<file path="src/rtl/isub_pkg.sv">
// Shared types and constants for the interval set subtractor.
package isub_pkg;

    localparam int TABLE_DEPTH_DEF = 256;
    localparam int VALUE_W         = 32;
    localparam int TOTAL_W         = 33;
    localparam int ENTRY_W         = 2 * VALUE_W;

    localparam logic [1:0] ST_DONE     = 2'd0;
    localparam logic [1:0] ST_FULL     = 2'd1;
    localparam logic [1:0] ST_INVERTED = 2'd2;

    localparam logic [1:0] CFG_UNIV_LOW  = 2'd0;
    localparam logic [1:0] CFG_UNIV_HIGH = 2'd1;

    localparam logic OP_RESTART  = 1'b0;
    localparam logic OP_SUBTRACT = 1'b1;

    typedef enum logic [1:0] {
        K_RESTART,
        K_SUBTRACT,
        K_INVERTED
    } t_kind;

    typedef struct packed {
        t_kind               kind;
        logic [VALUE_W-1:0]  lo;
        logic [VALUE_W-1:0]  hi;
    } t_req;

endpackage

</file>
<file path="src/rtl/isub_front.sv">
// Front end: accept requests, classify them and queue them for the back end.
module isub_front (
    input  logic                        i_clk,
    input  logic                        i_rst_n,
    input  logic                        i_valid,
    output logic                        o_ready,
    input  logic                        i_opcode,
    input  logic [isub_pkg::VALUE_W-1:0] i_block_low,
    input  logic [isub_pkg::VALUE_W-1:0] i_block_high,
    input  logic [isub_pkg::VALUE_W-1:0] i_univ_low,
    input  logic [isub_pkg::VALUE_W-1:0] i_univ_high,
    output logic                        o_req_valid,
    input  logic                        i_req_ready,
    output isub_pkg::t_req              o_req
);

    isub_pkg::t_req r_q [2];
    logic           r_wp;
    logic           r_rp;
    logic [1:0]     r_cnt;
    isub_pkg::t_req n_req;
    logic           push;
    logic           pop;

    always_comb begin
        if (i_opcode == isub_pkg::OP_RESTART) begin
            n_req.kind = (i_univ_low > i_univ_high) ? isub_pkg::K_INVERTED
                                                     : isub_pkg::K_RESTART;
            n_req.lo   = i_univ_low;
            n_req.hi   = i_univ_high;
        end else begin
            n_req.kind = (i_block_low > i_block_high) ? isub_pkg::K_INVERTED
                                                       : isub_pkg::K_SUBTRACT;
            n_req.lo   = i_block_low;
            n_req.hi   = i_block_high;
        end
    end

    assign o_ready     = (r_cnt != 2'd2);
    assign o_req_valid = (r_cnt != 2'd0);
    assign o_req       = r_q[r_rp];
    assign push        = i_valid && o_ready;
    assign pop         = o_req_valid && i_req_ready;

    always_ff @(posedge i_clk) begin
        if (push) begin
            r_q[r_wp] <= n_req;
        end
        if (!i_rst_n) begin
            r_wp  <= 1'b0;
            r_rp  <= 1'b0;
            r_cnt <= 2'd0;
        end else begin
            if (push) begin
                r_wp <= ~r_wp;
            end
            if (pop) begin
                r_rp <= ~r_rp;
            end
            r_cnt <= r_cnt + {1'b0, push} - {1'b0, pop};
        end
    end

endmodule

</file>
<file path="config.mk">
export PLATFORM = sky130hd
export DESIGN_NAME = isub_front
export DESIGN_NICKNAME = d
export VERILOG_FILES = /design/src/rtl/isub_pkg.sv /design/src/rtl/isub_front.sv
export SDC_FILE = /design/constraint.sdc
export NUM_CORES = 1
export LEC_CHECK = 0
export BUFFER_PORTS_ARGS = -buffer_cell sky130_fd_sc_hd__buf_2
export CORE_ASPECT_RATIO = 1.25
export CORE_UTILIZATION = 53
export DETAILED_ROUTE_END_ITERATION = 10
export PLACE_DENSITY_LB_ADDON = 0.12
export SETUP_SLACK_MARGIN = 0.3
export SLEW_MARGIN = 20
export SYNTH_ARGS = -nofsm -noshare
export SYNTH_HDL_FRONTEND = slang
export SYNTH_SLANG_ARGS = --single-unit
</file>
<file path="constraint.sdc">
create_clock -name i_clk -period 4.8 [get_ports i_clk]
set_input_delay 0.24 -clock i_clk [delete_from_list [all_inputs] [get_ports i_clk]]
set_output_delay 0.24 -clock i_clk [all_outputs]
set_load 0.02 [all_outputs]
</file>
; ---- Yosys cells after proc, flatten, opt, wreduce, memory -nomap -nowiden
; Memories as Yosys holds them, arrays and structs flattened. A register that Yosys moved wholly into a read port is not among the register bits.
; Index checks and enable logic that the tools add are counted.
[word_totals]
input_bits = 133
reg_bits = 4
ram_bits = 132
mem_count = 1
wordCells = 21
out_inout_bits = 68
[classes]
mux = 7
order_cmp = 2
n_bitwise = 2
reduce_logical = 3
add_sub_neg = 2
eq_ne = 1
[mem_list]
columns = name, words, word_bits, rd, rd_ports_with_merged_regs, write_ports, line
row1 = r_q, 2, 66, 1, 1, 1, isub_front.sv:17  ; isub_pkg::t_req r_q [2];
[ops]
columns = cell, n
row1 = 2-to-1 mux 66 bit, 1
row2 = greater-than comparator 32 bit, 2
row3 = 2-to-1 mux 1 bit, 4
row4 = 2-to-1 mux 2 bit, 2
row5 = adder 2 x 1 -> 2 bit, 1
row6 = logical AND 1 bit, 2
row7 = "inequality test 2 bit, second input constant", 1
row8 = inverter 1 bit, 2
row9 = nonzero test 2 bit, 1
row10 = subtractor 2 x 1 -> 2 bit, 1

; ---- Logic depth before layout (Yosys ltp)
; Gate-level depths: netlist of run 1.
[logic_depth]
word_depth = 4
mapped_depth = 8
mapped_depth_nobuf = 8

; ---- Worst setup path after synthesis of run 1
; No wires, ideal clock.
[synth_timing]
path_kind = register -> register
startpoint = register r_cnt[0]
endpoint = memory r_q[0][0] (netlist bit) (enable)
synth_period_minus_slack_ps = 3985
t_required_ps = 4308
path_slack_ps = 815
n_path_buf = 0
arrival_time_ps = 3493
setup_ps = 492
path_stages_with_launch = 4
cell_sequence = dfxtp_1 -> nand2b_1 -> nand2_1 -> nor2_1
[synth_via]
elab_chain_len = 4
[synth_lines]
columns = item, line
row1 = start: declaration, isub_front.sv:20  ; logic [1:0] r_cnt;
row2 = start signal: assignment, isub_front.sv:60  ; r_cnt <= r_cnt + {1'b0, push} - {1'b0, pop};
row3 = inequality test 2 bit, isub_front.sv:39  ; assign o_ready = (r_cnt != 2'd2);
row4 = via o_ready, isub_front.sv:6  ; output logic o_ready,
row5 = logical AND 1 bit, isub_front.sv:42  ; assign push = i_valid && o_ready;
row6 = 2-to-1 mux 1 bit, isub_front.sv:46  ; if (push) begin
row7 = 2-to-1 mux 1 bit (implied by the code), isub_front.sv:47  ; r_q[r_wp] <= n_req;
row8 = end: declaration, isub_front.sv:17
; The timed path passes the listed nets, and every way through them passes these cells.

==> impl_table.tex, run 1 <==
\begin{tabular}{lr}
\hline
Metric & Value \\
\hline
\multicolumn{2}{l}{\textbf{Logic synthesis}} \\
Count of flip-flops with a built-in enable after synthesis & approximately 130 \\
Post-synth net total & 760 \\
Yosys reg bits & 137 \\
Number of distinct library cells after synthesis & 46 \\
Mapped Cells & 561 \\
Fraction of the yosys area taken by sequential cells & 55.49\% \\
Dominant register cell in the synthesized netlist & sky130\_fd\_sc\_hd\_\_edfxtp\_1 \\
Number of warnings issued by yosys & 0 \\
Synthesized area divided by synthesized cell count & 13.05 sq um \\
FFs w/ async S/R, synth & 0\% \\
Post-Synthesis Cell Area & 0.007323 sq mm \\
\multicolumn{2}{l}{\textbf{Route}} \\
Post-Route WL & approximately 17 mm \\
Routed vias & 5063 \\
Via density & 5.335 \\
Antenna violation net count after detailed routing & 0 \\
Routed length per instance & around 18 um \\
DR pass1 iterations & 4 \\
Violation count after the first detailed-routing iteration & 198 \\
Number of DRC violations after detailed routing & 0 \\
\multicolumn{2}{l}{\textbf{Floorplan}} \\
Core region area & 0.01335 sq mm \\
Ports placed on the boundary & 201 \\
Die Y-Extent & 133.4 um \\
Count of standard-cell rows & 47 \\
Effective utilization at floorplan & 54.86\% \\
Full die area & 0.01429 sq mm \\
Die W & 107.1 um \\
\multicolumn{2}{l}{\textbf{Cells and area}} \\
Highest-count cells in the layout ignoring fill and taps & sky130\_fd\_sc\_hd\_\_buf\_2 (199), sky130\_fd\_sc\_hd\_\_edfxtp\_1 (132), sky130\_fd\_sc\_hd\_\_mux2\_2 (98), sky130\_fd\_sc\_hd\_\_inv\_1 (68), sky130\_fd\_sc\_hd\_\_ha\_1 (66) \\
Fraction of layout cells with a size suffix above 1 & between 40\% and 50\% \\
Number of nets in the final layout & 965 \\
Growth of design area from synthesis to finish & 25.32\% \\
Core utilization of the finished layout & 68.75\% \\
Non-Filler Cell Area, Final & 0.009178 sq mm \\
Most common library cell in the layout ignoring fill and taps & sky130\_fd\_sc\_hd\_\_buf\_2 \\
Number of diodes added for antenna fixing & 0 \\
\multicolumn{2}{l}{\textbf{Clocking}} \\
Clock tree from TritonCTS & yes \\
Count of clock tree sinks & 137 \\
Clock Latency Late Sink & 0.41 ns \\
Clock tree root driver cell & sky130\_fd\_sc\_hd\_\_clkbuf\_16 \\
Clock slew at reported path FFs & 0.06 ns \\
CTS H-tree depth & 4 \\
Number of buffers inserted by post-CTS setup repair & 0 \\
Gates resized, CTS repair & 0 \\
Quantity of hold-fixing buffers added after cts & 0 \\
Num CTS Buffers & 17 \\
Maximum number of buffers from clock root to sink & 2 \\
\multicolumn{2}{l}{\textbf{Timing}} \\
Clk\_skew & 0.008819 ns \\
Worst relative slew slack & 36.80\% \\
Max-slew violation count & 0 \\
Worst-Margin Slew & 0.9479 ns \\
Unrepaired setup endpoints after global routing & false \\
Number of endpoints failing setup at the final stage & 0 \\
Final period utilization & 55.75\% \\
Max frequency & between 300 and 400 MHz \\
Final Hold Fails & 0 \\
Sum of negative setup slack & 0 ns \\
Tmin final & 2.676 ns \\
Final hold slack & roughly 0.088 ns \\
\multicolumn{2}{l}{\textbf{Global routing}} \\
Initial antenna violation count & 0 \\
Total track usage & approximately a quarter \\
Maximum number of pins on one net before global-route repair & 68 \\
First-pass GRT wire length & 26.18 mm \\
Number of global-route vias before repair & 5493 \\
Total gr overflow & 0 \\
\multicolumn{2}{l}{\textbf{Worst setup path}} \\
Worst r2r path cells & 3 \\
Worst reg2reg path startpoint & r\_cnt[0]\$\_SDFF\_PN0\_ \\
Reg-to-reg slack, setup & 2.61 ns \\
CP max FO & 34 \\
Crit Reg-Reg Endpoint & r\_q[1][51]\$\_DFFE\_PP\_ \\
Kind of end point of the critical path & primary output \\
Type of the setup path with the least slack & flip-flop to primary output \\
Worst Setup Start Kind & flip-flop \\
Arr. time, crit path & 2.44 ns \\
Req. time, crit path & approximately 4.6 ns \\
\multicolumn{2}{l}{\textbf{Power}} \\
Maximum resistive drop on vdd & 0.3005 mV \\
Static leakage power & between 3 and 4 nW \\
Pwr dens & approximately 450 mW/mm\^{}2 \\
\multicolumn{2}{l}{\textbf{Run status}} \\
Run status & complete, no violations \\
\multicolumn{2}{l}{\textbf{Place}} \\
Final HPWL DP & 12.45 mm \\
Placement Cell Area & 0.008501 sq mm \\
Gp weighted congestion & around 0.83 \\
Buffers on Ports & 200 \\
\multicolumn{2}{l}{\textbf{Min path}} \\
Worst hold path cell count & 2 \\
Worst Hold Path EP & r\_wp\$\_SDFFE\_PN0P\_ \\
Class of the tightest hold or removal check & primary input to flip-flop \\
Hold path startpoint & i\_rst\_n \\
\multicolumn{2}{l}{\textbf{Run}} \\
Count of max-cap constraint violations & 0 \\
\hline
\end{tabular}
-- synthesized netlist by cell type (4+ instances only) --
cell | count | area share [%]
sky130_fd_sc_hd__a21o_1 | 6 | 0.62
sky130_fd_sc_hd__a21oi_1 | 19 | 1.3
sky130_fd_sc_hd__and2_1 | 5 | 0.43
sky130_fd_sc_hd__buf_2 | 4 | 0.27
sky130_fd_sc_hd__clkbuf_1 | 12 | 0.62
sky130_fd_sc_hd__dfxtp_1 | 5 | 1.4
sky130_fd_sc_hd__edfxtp_1 | 132 | 54
sky130_fd_sc_hd__ha_1 | 66 | 11
sky130_fd_sc_hd__inv_1 | 68 | 3.5
sky130_fd_sc_hd__mux2_2 | 98 | 15
sky130_fd_sc_hd__nand2_1 | 42 | 2.2
sky130_fd_sc_hd__nand3_1 | 9 | 0.62
sky130_fd_sc_hd__nand4_1 | 11 | 0.94
sky130_fd_sc_hd__nor2_1 | 5 | 0.26
sky130_fd_sc_hd__nor2b_1 | 5 | 0.43
sky130_fd_sc_hd__o21ai_0 | 34 | 2.3
-- stage by stage --
stage / cells / setup slack [ns] / power, mW
floorplan: 561 / 0.8154 / 2.326
global placement: 918 / 2.541 / 2.661
detailed placement: 918 / 2.483 / 2.689
CTS: 949 / 2.085 / 4.187
global route: 949 / 1.997 / 4.324
finish: 949 / 2.124 / 4.145
-- logic make-up after synthesis --
group,count (synthesis),share of synthesized area [%]
compound gates,81,7.056
xor+xnor,3,0.3589
fa+ha+maj,66,11.28
simple gates,90,6.168
buf+inv,86,4.579
flops,137,55.49
mux,98,15.07
-- worst max-delay path, cell delays in order, from the launching register on --
cell                      delay (ns)
sky130_fd_sc_hd__dfxtp_2        0.89
sky130_fd_sc_hd__buf_4          0.55
sky130_fd_sc_hd__mux2_2         0.41
sky130_fd_sc_hd__buf_2          0.16
-- flip-flops by register name, indices dropped and copies added (netlist names), named ones only --
name and flops:
r_q 132, r_wp 1, r_cnt 2, r_rp 1
-- routing by layer --
layer	up-vias	track usage, %	part of all wire (%)
met5	-	0	0
met4	0	8.904	1.4
met3	17	4.648	5.3
met2	154	45.81	55
met1	2404	26.27	39
li1	2488	-	-
-- final cells by class --
type                    instances  area [sq um]
repair buffers                204          1033
well taps                     171         214.0
flip-flops and latches        137          4065
clock inverters                14         251.5
fillers                      1006          4172
clock buffers                  17         425.4
multi-input cells             338          2933
inverters                      68         255.2
-- worst max path at each step --
stage | endpoint | cells past startpoint
5_1_grt | o_req[16] | 3
3_3_place_gp | r_q[0][65]$_DFFE_PP_ | 8
2_1_floorplan | r_q[0][0]$_DFFE_PP_ | 3
4_1_cts | o_req[16] | 3
3_5_place_dp | r_q[1][65]$_DFFE_PP_ | 8
6_report | o_req[16] | 3
-- where the power goes --
part	switching (mW)	total [mW]	leakage (nW)	internal [mW]
clock	0.469	1.49	0.327	1.02
sequential	0.0778	1.58	1.28	1.51
combinational	0.622	1.07	2.39	0.449
No activity file was read; power rests on OpenSTA's default activity.
==> run 2: changes to the inputs <==
--- a/config.mk
+++ b/config.mk
@@ -7,7 +7,7 @@
 export LEC_CHECK = 0
 export BUFFER_PORTS_ARGS = -buffer_cell sky130_fd_sc_hd__buf_2
 export CORE_ASPECT_RATIO = 1.25
-export CORE_UTILIZATION = 53
+export CORE_UTILIZATION = 48
 export DETAILED_ROUTE_END_ITERATION = 10
 export PLACE_DENSITY_LB_ADDON = 0.12
 export SETUP_SLACK_MARGIN = 0.3
==> constraint.sdc (replaced) <==
create_clock -name i_clk -period 2.1 [get_ports i_clk]
set_input_delay 0.105 -clock i_clk [delete_from_list [all_inputs] [get_ports i_clk]]
set_output_delay 0.105 -clock i_clk [all_outputs]
set_load 0.02 [all_outputs]
==> impl_table.tex, run 2 (synthesis results as in run 1) <==
\begin{tabular}{lr}
\hline
Metric & Value \\
\hline
\multicolumn{2}{l}{\textbf{Floorplan}} \\
Die W & 112.5 um \\
Full die area & 0.01576 sq mm \\
Core region area & between 0.01 and 0.015 sq mm \\
Effective utilization at floorplan & 48.98\% \\
Count of standard-cell rows & 50 \\
Die Y-Extent & 140.1 um \\
Ports placed on the boundary & $\sim$200 \\
\multicolumn{2}{l}{\textbf{Route}} \\
Antenna violation net count after detailed routing & 0 \\
Post-Route WL & about 17 mm \\
Via density & around 5.3 \\
DR pass1 iterations & 4 \\
Routed vias & 5185 \\
Routed length per instance & approximately 18 um \\
Number of DRC violations after detailed routing & 0 \\
Violation count after the first detailed-routing iteration & 241 \\
\multicolumn{2}{l}{\textbf{Power}} \\
Pwr dens & 1010 mW/mm\^{}2 \\
Overall power & 9.476 mW \\
Static leakage power & 4.060 nW \\
Maximum resistive drop on vdd & 0.4783 mV \\
\multicolumn{2}{l}{\textbf{Clocking}} \\
Count of clock tree sinks & 137 \\
Clock slew at reported path FFs & about 0.06 ns \\
Clock Latency Late Sink & 0.42 ns \\
Clock tree from TritonCTS & yes \\
Clock tree root driver cell & sky130\_fd\_sc\_hd\_\_clkbuf\_16 \\
Maximum number of buffers from clock root to sink & 2 \\
CTS H-tree depth & 4 \\
Num CTS Buffers & 17 \\
\multicolumn{2}{l}{\textbf{Min path}} \\
Class of the tightest hold or removal check & primary input to flip-flop \\
Worst hold path cell count & 3 \\
\multicolumn{2}{l}{\textbf{Timing}} \\
Tmin final & 1.783 ns \\
Final Hold Fails & 0 \\
Max-slew violation count & 0 \\
Unrepaired setup endpoints after global routing & true \\
Min setup slack post-route & 0.3175 ns \\
Number of endpoints failing setup at the final stage & 0 \\
Worst relative slew slack & 66.22\% \\
Max frequency & 561.0 MHz \\
Worst-Margin Slew & 0.5002 ns \\
Final period utilization & 84.88\% \\
Clk\_skew & roughly 0.0029 ns \\
\multicolumn{2}{l}{\textbf{Run}} \\
Count of max-cap constraint violations & 0 \\
\multicolumn{2}{l}{\textbf{Cells and area}} \\
Largest registers ranked by flip-flop count & r\_q (132), r\_cnt (2) \\
Fraction of layout cells with a size suffix above 1 & between 40\% and 50\% \\
Fill cell total of the finished layout & 1211 \\
Highest-count cells in the layout ignoring fill and taps & sky130\_fd\_sc\_hd\_\_buf\_2 (199), sky130\_fd\_sc\_hd\_\_edfxtp\_1 (132), sky130\_fd\_sc\_hd\_\_mux2\_2 (98), sky130\_fd\_sc\_hd\_\_inv\_1 (68), sky130\_fd\_sc\_hd\_\_ha\_1 (65) \\
Most common library cell in the layout ignoring fill and taps & sky130\_fd\_sc\_hd\_\_buf\_2 \\
Largest register FFs & roughly 130 \\
Final instance count without filler cells & 972 \\
Number of diodes added for antenna fixing & 0 \\
Non-Filler Cell Area, Final & 0.009383 sq mm \\
Largest Register & r\_q \\
Growth of design area from synthesis to finish & 28.12\% \\
Number of nets in the final layout & about 1000 \\
\multicolumn{2}{l}{\textbf{Run status}} \\
Run status & complete, no violations \\
\multicolumn{2}{l}{\textbf{Place}} \\
Buffers on Ports & 200 \\
Gp weighted congestion & 0.8326 \\
Placement Cell Area & roughly 0.0086 sq mm \\
Final HPWL DP & 12.50 mm \\
Setup WS pre-CTS & -0.01500 ns \\
Cell count after placement & 933 \\
\multicolumn{2}{l}{\textbf{Global routing}} \\
Number of global-route vias before repair & 5396 \\
Met3 Usage GRT & 6.058\% \\
Initial antenna violation count & 0 \\
Met2 Usage GRT & 40.83\% \\
Met1 demand-to-capacity share in global routing & 25.61\% \\
Maximum number of pins on one net before global-route repair & 100 \\
First-pass GRT wire length & roughly 27 mm \\
Total gr overflow & 0 \\
Total track usage & 22.73\% \\
Most used routing layer in global routing & met2 \\
\multicolumn{2}{l}{\textbf{Worst setup path}} \\
Type of the setup path with the least slack & flip-flop to primary output \\
Worst Setup Start Kind & flip-flop \\
Req. time, crit path & 2.00 ns \\
Worst r2r path cells & 8 \\
Kind of end point of the critical path & primary output \\
CP max FO & 18 \\
Arr. time, crit path & 1.68 ns \\
\hline
\end{tabular}
==> run 2: cell count changes in the layout (fill, tap and decap cells not counted), sizes merged <==
| cell | before | now |
|---|---|---|
| buf | 204 | 211 |
| clkinvlp | 0 | 4 |
| bufinv | 7 | 4 |
| clkbuf | 17 | 20 |
| dlygate4sd3 | 0 | 2 |
| bufbuf | 0 | 1 |
| clkinv | 6 | 5 |
| inv | 69 | 68 |
==> run 2: path summary, 6_finish.rpt <==
kind	from	end	slack, ns
worst max-delay path	flip-flop	o_req[19]	0.32
worst min-delay path	i_block_high[5]	r_q[0][5]$_DFFE_PP_	0.03
worst max register to register	r_cnt[1]$_SDFF_PN0_	r_cnt[1]$_SDFF_PN0_	0.36
worst min register to register	r_rp$_SDFFE_PN0P_	r_rp$_SDFFE_PN0P_	0.55
==> run 2: report_power, final <==
group          switching, mW  internal, mW  total, mW
clock network           1.10          1.97       3.07
logic                   1.60          1.25       2.85
registers              0.110          3.45       3.56
total                   2.81          6.67       9.48
==> run 2: cell type report <==
class | instances | area, sq um | area share (%)
tap | 182 | 227.7 | 2.427
clock inverter | 13 | 177.7 | 1.894
multi-input combinational | 338 | 2967 | 31.62
clock buffer | 19 | 432.9 | 4.614
timing repair buffer | 215 | 1250 | 13.32
inverter | 68 | 255.2 | 2.720
sequential | 137 | 4073 | 43.41
==> run 2: repair_timing <==
| action | 4_1_cts | 5_1_grt |
|---|---|---|
| hold buffers | 2 | 0 |
| endpoints found under the setup margin | 56 | 33 |
| buffers inserted | 2 | 1 |
| resized for setup | 7 | 1 |
| hold endpoints to repair | 7 | 0 |
| pin swaps | 2 | 0 |
| gates cloned | 1 | 1 |
==> run 2: metal layers <==
| metal | routed length [um] | vias to the layer above |
|---|---|---|
| li1 | - | 2511 |
| met1 | 6942 | 2467 |
| met2 | 8977 | 179 |
| met3 | 1080 | 28 |
| met4 | 369 | 0 |
| met5 | 0 | - |
==> run 2: worst max-delay path, stage by stage, from the launching register on <==
cell and delay, ns:
sky130_fd_sc_hd__dfxtp_4 0.41, sky130_fd_sc_hd__bufbuf_16 0.33, sky130_fd_sc_hd__mux2_2 0.35, sky130_fd_sc_hd__buf_2 0.16
==> run 2: metrics by stage <==
stage	utilization [%]	hold slack, ns	setup TNS (ns)
after floorplan	-	0.2225	0
after global placement	57.72	0.3569	0
after detailed placement	57.72	0.3634	-0.02998
after CTS	62.52	0.002832	0
after global routing	62.75	0.01097	0
final	62.75	0.02588	0
==> run 3: changes to the inputs <==
--- a/config.mk
+++ b/config.mk
@@ -7,7 +7,7 @@
 export LEC_CHECK = 0
 export BUFFER_PORTS_ARGS = -buffer_cell sky130_fd_sc_hd__buf_2
 export CORE_ASPECT_RATIO = 1.25
-export CORE_UTILIZATION = 48
+export CORE_UTILIZATION = 53
 export DETAILED_ROUTE_END_ITERATION = 10
 export PLACE_DENSITY_LB_ADDON = 0.12
 export SETUP_SLACK_MARGIN = 0.3
==> constraint.sdc (replaced) <==
create_clock -name i_clk -period 1.7 [get_ports i_clk]
set_input_delay 0.085 -clock i_clk [delete_from_list [all_inputs] [get_ports i_clk]]
set_output_delay 0.085 -clock i_clk [all_outputs]
set_load 0.02 [all_outputs]
==> impl_table.tex, run 3 (synthesis results as in run 1) <==
\begin{tabular}{lr}
\hline
Metric & Value \\
\hline
\multicolumn{2}{l}{\textbf{Route}} \\
DR pass1 iterations & 4 \\
Post-Route WL & 20.69 mm \\
Violation count after the first detailed-routing iteration & 231 \\
Antenna violation net count after detailed routing & 0 \\
Routed vias & 5576 \\
Via density & 5.548 \\
Routed length per instance & 20.59 um \\
Number of DRC violations after detailed routing & 0 \\
\multicolumn{2}{l}{\textbf{Global routing}} \\
Total track usage & 27.20\% \\
Total gr overflow & 0 \\
Initial antenna violation count & 0 \\
Number of global-route vias before repair & 5825 \\
First-pass GRT wire length & approximately 30 mm \\
Maximum number of pins on one net before global-route repair & 50 \\
\multicolumn{2}{l}{\textbf{Place}} \\
Gp weighted congestion & 0.9146 \\
Final HPWL DP & 13.06 mm \\
Buffers on Ports & 200 \\
\multicolumn{2}{l}{\textbf{Min path}} \\
Hold path startpoint & i\_block\_high[19] \\
Class of the tightest hold or removal check & primary input to flip-flop \\
\multicolumn{2}{l}{\textbf{Floorplan}} \\
Core region area & 0.01335 sq mm \\
Ports placed on the boundary & 201 \\
Full die area & 0.01429 sq mm \\
Count of standard-cell rows & 47 \\
Die Y-Extent & 133.4 um \\
Die W & 107.1 um \\
Effective utilization at floorplan & 54.86\% \\
\multicolumn{2}{l}{\textbf{Timing}} \\
Max-slew violation count & 0 \\
Clk\_skew & 0.006081 ns \\
Worst relative slew slack & roughly three quarters \\
Worst-Margin Slew & 0.3817 ns \\
Final period utilization & 98.74\% \\
Final hold slack & 0.01130 ns \\
Final Hold Fails & 0 \\
Unrepaired setup endpoints after global routing & true \\
Max frequency & 595.7 MHz \\
Tmin final & 1.679 ns \\
Number of endpoints failing setup at the final stage & 0 \\
\multicolumn{2}{l}{\textbf{Clocking}} \\
Count of clock tree sinks & 137 \\
CTS H-tree depth & 4 \\
Clock tree from TritonCTS & yes \\
Clock Latency Late Sink & 0.41 ns \\
Clock slew at reported path FFs & 0.06 ns \\
Num CTS Buffers & 17 \\
Clock tree root driver cell & sky130\_fd\_sc\_hd\_\_clkbuf\_16 \\
Maximum number of buffers from clock root to sink & 2 \\
\multicolumn{2}{l}{\textbf{Cells and area}} \\
Largest register FFs & 132 \\
Number of nets in the final layout & 1020 \\
Fraction of layout cells with a size suffix above 1 & 51.56\% \\
Largest Register & r\_q \\
Number of diodes added for antenna fixing & 0 \\
Most common library cell in the layout ignoring fill and taps & sky130\_fd\_sc\_hd\_\_edfxtp\_1 \\
Highest-count cells in the layout ignoring fill and taps & sky130\_fd\_sc\_hd\_\_edfxtp\_1 (132), sky130\_fd\_sc\_hd\_\_buf\_2 (120), sky130\_fd\_sc\_hd\_\_buf\_6 (70), sky130\_fd\_sc\_hd\_\_inv\_1 (55), sky130\_fd\_sc\_hd\_\_mux2\_4 (52) \\
Largest registers ranked by flip-flop count & r\_q (132), r\_cnt (2) \\
Growth of design area from synthesis to finish & 48.93\% \\
\multicolumn{2}{l}{\textbf{Power}} \\
Cell-internal power & 9.608 mW \\
Overall power & 13.61 mW \\
Clock Power Share & around 30\% \\
Comb power frac & 38.7\% \\
Pwr dens & 1248 mW/mm\^{}2 \\
NetSw & 4.001 mW \\
Share of total power in sequential cells & 32.1\% \\
Static leakage power & $\sim$4.7 nW \\
Fraction of power spent switching nets & 29.40\% \\
Maximum resistive drop on vdd & 0.9630 mV \\
\multicolumn{2}{l}{\textbf{Worst setup path}} \\
Arr. time, crit path & 1.59 ns \\
Cell at the slowest stage of the critical path & sky130\_fd\_sc\_hd\_\_dfxtp\_4 \\
Kind of end point of the critical path & primary output \\
Biggest cell delay along the critical path & 0.36 ns \\
Req. time, crit path & 1.62 ns \\
CP max FO & 7 \\
Cells along the critical path & buf\_12 > clkbuf\_16 > mux2\_2 > buf\_6 \\
Worst reg2reg path startpoint & r\_cnt[0]\$\_SDFF\_PN0\_ \\
Worst Setup Start Kind & flip-flop \\
Type of the setup path with the least slack & flip-flop to primary output \\
\multicolumn{2}{l}{\textbf{Run status}} \\
Run status & complete, no violations \\
\multicolumn{2}{l}{\textbf{Run}} \\
Count of max-cap constraint violations & 0 \\
\hline
\end{tabular}
-- run 3: layout make-up --
type	count	area, sq um
fill	720	2442
sequential	137	4070
multi-input combinational	338	3426
timing repair buffer	259	2277
tap	171	214.0
clock buffer	18	429.2
inverter	68	287.8
clock inverter	14	202.7
-- run 3: routing by layer --
layer	routed length (um)	GRT usage (%)	part of all wire, %
met5	0	0	0
met4	541	9.437	2.6
met3	1079	5.528	5.2
met2	11200	50.36	54
met1	7868	30.68	38
-- run 3: through the flow --
stage	std cells	util (%)	setup slack, ns	setup TNS (ns)	instance area [sq um]
after floorplan	561	-	-0.2639	-24.90	7508
after global placement	946	67.16	-0.3231	-1.114	8965
after detailed placement	946	67.16	-0.3716	-1.419	8965
after CTS	987	77.25	-0.008322	-0.02177	10310
after global routing	1005	81.70	-0.01499	-0.03697	10910
final	1005	81.70	0.02135	0	10910
-- run 3: power by group through the flow --
stage	sequential [mW]	clock (mW)	combinational [mW]
4_1_cts	4.39	4.01	4.37
3_3_place_gp	4.39	0	3.41
3_5_place_dp	4.42	0	3.47
2_1_floorplan	4.40	0	2.20
5_1_grt	4.41	4.15	5.51
6_report	4.38	3.97	5.26
-- run 3: worst paths after layout --
path / end / slack [ns] / cells past startpoint
worst min-delay path: r_q[0][19]$_DFFE_PP_ / 0.01 / 3
worst max-delay path: o_req[65] / 0.02 / 4
worst max register to register: r_cnt[1]$_SDFF_PN0_ / 0.07 / 8
worst min register to register: r_rp$_SDFFE_PN0P_ / 0.56 / 2
-- run 3: critical path: cells and delay by family, from the launching register on --
kind / cells / cell delay (ns)
buffers and inverters: 3 / 0.46
DFF: 1 / 0.36
muxes: 1 / 0.34
-- run 3: what timing repair did --
item                                    4_1_cts  5_1_grt
hold endpoints to repair                     17        1
resized for setup                           175       63
hold buffers                                  7        1
cloned                                        1       13
setup buffers                                 1        4
pin swaps                                    20        5
endpoints found under the setup margin       72      148
